==> config.mk <==
export PLATFORM = sky130hd
export DESIGN_NAME = zero_cross_pulse_generator
export DESIGN_NICKNAME = d
export VERILOG_FILES = /design/src/rtl/zcp_pkg.sv /design/src/rtl/zcp_cfg_regs.sv /design/src/rtl/zcp_width_calc.sv /design/src/rtl/zero_cross_pulse_generator.sv
export SDC_FILE = /design/constraint.sdc
export NUM_CORES = 1
export LEC_CHECK = 0
export BUFFER_PORTS_ARGS = -buffer_cell sky130_fd_sc_hd__buf_4
export CAP_MARGIN = 20
export CORE_UTILIZATION = 57
export DETAILED_ROUTE_END_ITERATION = 12
export HOLD_SLACK_MARGIN = 0.15
export PLACE_DENSITY = 0.85
export SLEW_MARGIN = 20
export SYNTH_ARGS = -nofsm -noshare
export SYNTH_HDL_FRONTEND = slang
export SYNTH_SLANG_ARGS = --single-unit
==> constraint.sdc <==
create_clock -name clk -period 8.8 [get_ports clk]
set_input_delay 1.32 -clock clk [delete_from_list [all_inputs] [get_ports clk]]
set_output_delay 1.32 -clock clk [all_outputs]
set_load 0.01 [all_outputs]
==> src/rtl/zcp_pkg.sv <==
// Shared types, register indexes and constants for the zero-cross pulse generator.
package zcp_pkg;

    localparam int WIDTH_BITS      = 20;
    localparam int PULSE_BITS      = 16;
    localparam int PERIOD_CFG_BITS = 21;
    localparam int CFG_DATA_BITS   = 21;
    localparam int CFG_INDEX_BITS  = 3;

    localparam logic [WIDTH_BITS-1:0] WIDTH_MAX = {WIDTH_BITS{1'b1}};

    // Register reset values
    localparam logic [PERIOD_CFG_BITS-1:0] RST_WRAP_PERIOD = 21'd100000;
    localparam logic [WIDTH_BITS-1:0]      RST_MIN_WIDTH   = 20'd10500;
    localparam logic [WIDTH_BITS-1:0]      RST_MAX_WIDTH   = 20'd19500;
    localparam logic [WIDTH_BITS-1:0]      RST_LEAD        = 20'd5000;
    localparam logic [PULSE_BITS-1:0]      RST_PULSE_LEN   = 16'd1000;
    localparam logic [WIDTH_BITS-1:0]      RST_REPEAT      = 20'd10000;

    typedef enum logic [CFG_INDEX_BITS-1:0] {
        REG_WRAP_PERIOD = 3'd0,
        REG_MIN_WIDTH   = 3'd1,
        REG_MAX_WIDTH   = 3'd2,
        REG_LEAD        = 3'd3,
        REG_PULSE_LEN   = 3'd4,
        REG_REPEAT      = 3'd5
    } cfg_index_t;

    typedef struct packed {
        logic [PERIOD_CFG_BITS-1:0] wrap_period_us;
        logic [WIDTH_BITS-1:0]      min_width_us;
        logic [WIDTH_BITS-1:0]      max_width_us;
        logic [WIDTH_BITS-1:0]      lead_us;
        logic [PULSE_BITS-1:0]      pulse_len_us;
        logic [WIDTH_BITS-1:0]      repeat_us;
    } cfg_t;

    typedef struct packed {
        logic [WIDTH_BITS-1:0] width;
        logic                  in_window;
        logic [WIDTH_BITS-1:0] cross_delay;
    } width_res_t;

endpackage

==> src/rtl/zcp_cfg_regs.sv <==
// Configuration register file and effective timestamp period.
module zcp_cfg_regs
    import zcp_pkg::*;
#(
    parameter int TIME_BITS = 20,
    parameter int CW        = 21
)
(
    input  logic                      clk,
    input  logic                      rst_n,
    input  logic                      cfg_we,
    input  logic [CFG_INDEX_BITS-1:0] cfg_index,
    input  logic [CFG_DATA_BITS-1:0]  cfg_wdata,
    output cfg_t                      cfg,
    output logic [CW-1:0]             period
);

    localparam logic [CW-1:0] PERIOD_CAP = CW'(1) << TIME_BITS;
    localparam logic [CW-1:0] PERIOD_MIN = CW'(2);

    cfg_t          cfg_reg;
    logic [CW-1:0] wrap_x;

    always_ff @(posedge clk or negedge rst_n)
    begin
        if (!rst_n)
        begin
            cfg_reg.wrap_period_us <= RST_WRAP_PERIOD;
            cfg_reg.min_width_us   <= RST_MIN_WIDTH;
            cfg_reg.max_width_us   <= RST_MAX_WIDTH;
            cfg_reg.lead_us        <= RST_LEAD;
            cfg_reg.pulse_len_us   <= RST_PULSE_LEN;
            cfg_reg.repeat_us      <= RST_REPEAT;
        end
        else if (cfg_we)
        begin
            case (cfg_index)
                REG_WRAP_PERIOD: cfg_reg.wrap_period_us <= cfg_wdata;
                REG_MIN_WIDTH:   cfg_reg.min_width_us   <= cfg_wdata[WIDTH_BITS-1:0];
                REG_MAX_WIDTH:   cfg_reg.max_width_us   <= cfg_wdata[WIDTH_BITS-1:0];
                REG_LEAD:        cfg_reg.lead_us        <= cfg_wdata[WIDTH_BITS-1:0];
                REG_PULSE_LEN:   cfg_reg.pulse_len_us   <= cfg_wdata[PULSE_BITS-1:0];
                REG_REPEAT:      cfg_reg.repeat_us      <= cfg_wdata[WIDTH_BITS-1:0];
                default:         ;
            endcase
        end
    end

    // Clamp the modulus into [2, 2^TIME_BITS]
    always_comb
    begin
        wrap_x = CW'(cfg_reg.wrap_period_us);
        if (wrap_x < PERIOD_MIN)
            period = PERIOD_MIN;
        else if (wrap_x > PERIOD_CAP)
            period = PERIOD_CAP;
        else
            period = wrap_x;
    end

    assign cfg = cfg_reg;

endmodule

==> src/rtl/zcp_width_calc.sv <==
// Low-phase width measurement, window check and cross delay.
module zcp_width_calc
    import zcp_pkg::*;
#(
    parameter int TIME_BITS = 20,
    parameter int CW        = 21
)
(
    input  logic [TIME_BITS-1:0] time_count,
    input  logic [TIME_BITS-1:0] fall_stamp,
    input  logic [CW-1:0]        period,
    input  cfg_t                 cfg,
    output width_res_t           res
);

    localparam int XW = CW + 1;

    logic [XW-1:0]         tc_x;
    logic [XW-1:0]         fs_x;
    logic [XW-1:0]         wrap_sum;
    logic [XW-1:0]         raw;
    logic [WIDTH_BITS-1:0] w;
    logic [WIDTH_BITS-1:0] half;

    always_comb
    begin
        tc_x     = XW'(time_count);
        fs_x     = XW'(fall_stamp);
        wrap_sum = XW'(period) + tc_x;
        // wrap arithmetic when the rise stamp is not above the fall stamp
        if (tc_x > fs_x)
            raw = tc_x - fs_x;
        else if (fs_x > wrap_sum)
            raw = '0;
        else
            raw = wrap_sum - fs_x;
        // saturate to the width field
        if (raw > XW'(WIDTH_MAX))
            w = WIDTH_MAX;
        else
            w = raw[WIDTH_BITS-1:0];
        half          = w >> 1;
        res.width     = w;
        res.in_window = (w >= cfg.min_width_us) && (w <= cfg.max_width_us);
        res.cross_delay = (half >= cfg.lead_us) ? (half - cfg.lead_us) : '0;
    end

endmodule

==> src/rtl/zero_cross_pulse_generator.sv <==
// Top level: zero-cross pulse generator with stream ports and config write port.
// An accepted input beat enters the input register, then its state
// update enters the result register; tick state updates in a single pass.
// Throughput: one tick per clock unless m_tready stalls the output.
// Reset (rst_n, async low): timers idle, disarmed, level assumed high,
// timestamp 0, registers at their defaults, both stream stages empty.
module zero_cross_pulse_generator
    import zcp_pkg::*;
#(
    parameter int TIME_BITS = 20
)
(
    input  logic                      clk,
    input  logic                      rst_n,
    // slave side: tdata[0] = comparator_level, [7:1] zero
    input  logic                      s_tvalid,
    output logic                      s_tready,
    input  logic [7:0]                s_tdata,
    // master side: tdata[0] = pulse_out, [1] = fire, [2] = width_ready,
    // [22:3] = width_us, [23] = width_in_window
    output logic                      m_tvalid,
    input  logic                      m_tready,
    output logic [23:0]               m_tdata,
    // configuration write port
    input  logic                      cfg_we,
    input  logic [CFG_INDEX_BITS-1:0] cfg_index,
    input  logic [CFG_DATA_BITS-1:0]  cfg_wdata
);

    // comparison width wide enough for the 21-bit modulus and 2^TIME_BITS
    localparam int CW = (TIME_BITS + 1 > PERIOD_CFG_BITS) ? TIME_BITS + 1 : PERIOD_CFG_BITS;

    cfg_t          cfg;
    logic [CW-1:0] period;
    width_res_t    wres;

    // stream stage registers
    logic in_valid_reg;
    logic in_level_reg;
    logic m_valid_reg;
    logic [23:0] m_data_reg;
    logic [23:0] m_data_next;
    logic advance;

    // tick state
    logic [TIME_BITS-1:0]  time_count_reg, time_count_next;
    logic [TIME_BITS-1:0]  fall_stamp_reg, fall_stamp_next;
    logic                  prev_level_reg, prev_level_next;
    logic                  armed_reg, armed_next;
    logic [WIDTH_BITS-1:0] cross_delay_reg, cross_delay_next;
    logic [WIDTH_BITS-1:0] delay_left_reg, delay_left_next;
    logic                  delay_running_reg, delay_running_next;
    logic [PULSE_BITS-1:0] pulse_left_reg, pulse_left_next;
    logic [WIDTH_BITS-1:0] last_width_reg, last_width_next;
    logic                  last_in_window_reg, last_in_window_next;

    logic             fire;
    logic             ready;
    logic [TIME_BITS:0] tc_plus;

    zcp_cfg_regs #(
        .TIME_BITS (TIME_BITS),
        .CW        (CW)
    ) u_cfg (
        .clk       (clk),
        .rst_n     (rst_n),
        .cfg_we    (cfg_we),
        .cfg_index (cfg_index),
        .cfg_wdata (cfg_wdata),
        .cfg       (cfg),
        .period    (period)
    );

    zcp_width_calc #(
        .TIME_BITS (TIME_BITS),
        .CW        (CW)
    ) u_width (
        .time_count (time_count_reg),
        .fall_stamp (fall_stamp_reg),
        .period     (period),
        .cfg        (cfg),
        .res        (wres)
    );

    // The result register frees when empty or when its beat is taken; the
    // input register frees when empty or when it moves forward.
    assign advance  = !m_valid_reg || m_tready;
    assign s_tready = !in_valid_reg || advance;
    assign m_tvalid = m_valid_reg;
    assign m_tdata  = m_data_reg;

    // One tick of the model: pulse countdown, delay countdown and fire,
    // then edge handling, then timestamp advance.
    always_comb
    begin
        time_count_next     = time_count_reg;
        fall_stamp_next     = fall_stamp_reg;
        armed_next          = armed_reg;
        cross_delay_next    = cross_delay_reg;
        delay_left_next     = delay_left_reg;
        delay_running_next  = delay_running_reg;
        last_width_next     = last_width_reg;
        last_in_window_next = last_in_window_reg;
        fire                = 1'b0;
        ready               = 1'b0;

        // pulse countdown
        pulse_left_next = (pulse_left_reg != '0) ? pulse_left_reg - 1'b1 : pulse_left_reg;

        // delay timer: expiry is handled before any edge of this tick
        if (delay_running_reg)
        begin
            if (delay_left_reg != '0)
                delay_left_next = delay_left_reg - 1'b1;
            if (delay_left_next == '0)
            begin
                fire            = 1'b1;
                pulse_left_next = cfg.pulse_len_us;
                if (armed_reg)
                begin
                    delay_left_next = cfg.repeat_us;
                    armed_next      = 1'b0;
                end
                else
                begin
                    delay_running_next = 1'b0;
                end
            end
        end

        // edges
        if (prev_level_reg && !in_level_reg)
        begin
            fall_stamp_next = time_count_reg;
            if (armed_next)
            begin
                delay_left_next    = cross_delay_reg;
                delay_running_next = 1'b1;
            end
        end
        else if (!prev_level_reg && in_level_reg)
        begin
            ready               = 1'b1;
            last_width_next     = wres.width;
            last_in_window_next = wres.in_window;
            if (wres.in_window)
            begin
                cross_delay_next = wres.cross_delay;
                armed_next       = 1'b1;
            end
        end
        prev_level_next = in_level_reg;

        // timestamp advance; a stamp at or past a lowered period wraps to 0
        tc_plus = {1'b0, time_count_reg} + 1'b1;
        if (CW'(tc_plus) >= period)
            time_count_next = '0;
        else
            time_count_next = tc_plus[TIME_BITS-1:0];

        m_data_next = {last_in_window_next, last_width_next, ready, fire,
                       (pulse_left_next != '0)};
    end

    // input register
    always_ff @(posedge clk or negedge rst_n)
    begin
        if (!rst_n)
            in_valid_reg <= 1'b0;
        else if (s_tready)
            in_valid_reg <= s_tvalid;
    end

    always_ff @(posedge clk)
    begin
        if (s_tvalid && s_tready)
            in_level_reg <= s_tdata[0];
    end

    // result register valid
    always_ff @(posedge clk or negedge rst_n)
    begin
        if (!rst_n)
            m_valid_reg <= 1'b0;
        else if (advance)
            m_valid_reg <= in_valid_reg;
    end

    always_ff @(posedge clk)
    begin
        if (in_valid_reg && advance)
            m_data_reg <= m_data_next;
    end

    // tick state: commit only when a tick moves into the result register
    always_ff @(posedge clk or negedge rst_n)
    begin
        if (!rst_n)
        begin
            time_count_reg     <= '0;
            fall_stamp_reg     <= '0;
            prev_level_reg     <= 1'b1;
            armed_reg          <= 1'b0;
            cross_delay_reg    <= '0;
            delay_left_reg     <= '0;
            delay_running_reg  <= 1'b0;
            pulse_left_reg     <= '0;
            last_width_reg     <= '0;
            last_in_window_reg <= 1'b0;
        end
        else if (in_valid_reg && advance)
        begin
            time_count_reg     <= time_count_next;
            fall_stamp_reg     <= fall_stamp_next;
            prev_level_reg     <= prev_level_next;
            armed_reg          <= armed_next;
            cross_delay_reg    <= cross_delay_next;
            delay_left_reg     <= delay_left_next;
            delay_running_reg  <= delay_running_next;
            pulse_left_reg     <= pulse_left_next;
            last_width_reg     <= last_width_next;
            last_in_window_reg <= last_in_window_next;
        end
    end

endmodule
==> flow_summary.ini <==
[floorplanning]
dieWidth_microns = 176.3
die-height_microns = 176.3
io_pins = 63
fp-row-count = 63
die-area_sq_um = 31060
start_util = 0.5824
design.core.area_sq_um = 29720

[sta]
fin_hold_viols = 0
worst_slew_pin_slew_ns = 0.9410
worst_clock_skew_ns = 0.01282
report.final.setup_viol = 0
min_period_ns = 8.538
clock.fmax_mhz = 117.1
final_max_tran_viols = 0
headroom_to_the_max_slew_limit = 0.3726
timing.final.ws_setup_ns = 0.2616
post-route-period-util = 0.9703

[run]
count_of_max_cap_constraint_violations = 0

[synth]
mappedNetlistArea_sq_um = 17310
synth_largest_type_area_fraction = 0.2979
synth_top_family_by_area = compound AO/OA/AOI/OAI gates
synth.area.mux_share = 0.06420
synth.yosys.warnings = 0
largest_area_contributor_in_the_netlist = dfrtp_1
synth.avg_cell_area_sq_um = 9.280
yosysUniqueCellTypes = 76
asyncSetResetFlopFracSynth = 0.9053
netlist_instances = 1865
ys_seq_elements = 264
synth_enable_flop_cells = 25
synth_seq_area_share = 0.3913
synth-adder-area-share = 0.1087
synth_compound_area_frac = 0.1956
synth_top_cells_by_count = dfrtp_1, nand2_1, ha_1
synth_xor_area_frac = 0.04706
synth.area.top_cells = dfrtp_1, ha_1, mux2_2
synth_fp_nets = 2050
post-synth-top-count-cell = dfrtp_1
synth-simple-area-share = 0.1467
postSynth.topFlopCell = dfrtp_1

[worst_hold_path]
min-delay-path-class = flop to flop

[clocking]
tritoncts = yes
clock_path_buffers = 3
clk_latency_ns = 0.58
htreeDepth = 1
cts_num_sinks = 264
clock-root-buffer = clkbuf_16
tritoncts.num_buffers = 30
cts.reportedPaths.clkPinSlew_ns = 0.07

[placed_design]
pre_cts_slack_ns = -0.3476
dp_hpwl_mm = 35.65
gp_congestion = 0.9653
placement.io_buffers = 55

[critical_path]
setup.worst_path.class = flop to flop
signal_arrival_time_at_the_worst_endpoint_ns = 8.99
worst-path-buf-inv = 8
rrSetupSlack_ns = 0.26
cpMaxStageDelayCell = o41a_1
critPathMaxFanout = 6
nature_of_the_critical_path_endpoint = flop
worst-endpoint-required_ns = 9.26
critical-path-top-cell-by-count = buf_4
longest_individual_stage_delay_on_the_worst_path_ns = 0.45
critical_path.top_delay_family = compound AO/OA/AOI/OAI gates
crit_path_start_kind = flop

[global_route]
grt_remaining_overflow = 0
number_of_global_route_vias_before_repair = 14770
global_route.usage.total = 0.3218
grt_start_max_net_pins = 113
initial_antenna_violation_count = 1
first_pass_grt_wire_length_mm = 78.74

[status]
run_status = finished, final reports clean

[detailed_routing]
avgRoutedWirePerCell_microns = 20.83
detail-route-antenna-nets = 0
drt_first_pass_iters = 6
drc = 0
via_per_inst = 6.350
vias = 15330
drt-total-wl_mm = 50.29
detailed_route_iter0_violations = 1931

[cells_and_area]
fillerInstances = 2129
post_route_cells_drive_above_1_share = 0.2115
area_delta_synth_final_pct = 17.72
num_antenna_cells = 0
final_net_count = 2185
max_reg_flops = 96
## metrics by stage
step                      cells  TNS, ns  cell area (sq um)  hold slack [ns]    util
after CTS                  2403        0              20010           0.4740  0.6735
after floorplan            1865        0              17310           0.4440       -
after global routing       2414  -0.8369              20370           0.5038  0.6856
after detailed placement   2346   -5.102              18820           0.4652  0.6333
final                      2414        0              20370           0.4706  0.6856
after global placement     2346   -1.758              18820           0.4606  0.6332
## area by class of cell
cell class / instances / area (sq um) / share of cell area
Clock buffer: 38 / 830.8 / 0.04078
Clock inverter: 18 / 315.3 / 0.01548
Inverter: 134 / 503.0 / 0.02469
Multi-Input combinational cell: 1392 / 10070 / 0.4944
Sequential cell: 264 / 6773 / 0.3324
Tap cell: 390 / 488.0 / 0.02395
Timing Repair Buffer: 178 / 1391 / 0.06829
## cells by family after synthesis
kind of cell	count (synthesis)
xor+xnor	93
compound gates	532
mux	99
fa+ha+maj	148
simple gates	520
buf+inv	209
flops	264
## placed cells by master, fill, tap and decap left out, drive strengths merged, types with 21 or more instances in the layout
master | Yosys | layout
dfrtp | 206 | 206
buf | 10 | 178
nand2 | 153 | 153
ha | 144 | 144
a21oi | 138 | 138
inv | 134 | 136
nor2 | 134 | 134
o21ai | 127 | 127
mux2 | 96 | 96
a31oi | 65 | 65
xnor2 | 58 | 58
nand3 | 44 | 44
clkbuf | 65 | 38
xor2 | 35 | 35
dfstp | 33 | 33
nor3 | 31 | 31
a21o | 29 | 29
a22oi | 27 | 27
edfxtp | 25 | 25
nor2b | 24 | 24
o21a | 23 | 23
a22o | 23 | 23
and3 | 21 | 21
## worst min-delay path, stage by stage, from the launching register on
cell	delay, ns
dfstp_2	0.38
nand2_1	0.05
nand2_1	0.04
## final timing paths
check                           startpoint                  end  cells after the start
max                        u_cfg.wrap_x[8]  cross_delay_reg[17]                     42
max in group asynchronous            rst_n   time_count_reg[11]                      2
min in group asynchronous            rst_n         u_cfg.cfg[6]                      1
min reg2reg                 prev_level_reg       prev_level_reg                      2
min                         prev_level_reg       prev_level_reg                      2
max reg2reg                u_cfg.wrap_x[8]  cross_delay_reg[17]                     42
## what timing repair did
action                     CTS  global route
setup endpoints to repair   20            23
hold buffers                 0             0
buffers inserted             1             9
gates resized for setup      5            57
pin swaps                    1            30
## metal layers
metal	GRT usage	wire, microns
met5	0	0
met4	0.1145	1859
met3	0.04436	4046
met2	0.5251	23530
met1	0.4371	20850
Power is left out: the tool's default activity adds up to more than one toggle a clock period on the data nets, which glitch-free logic cannot reach.
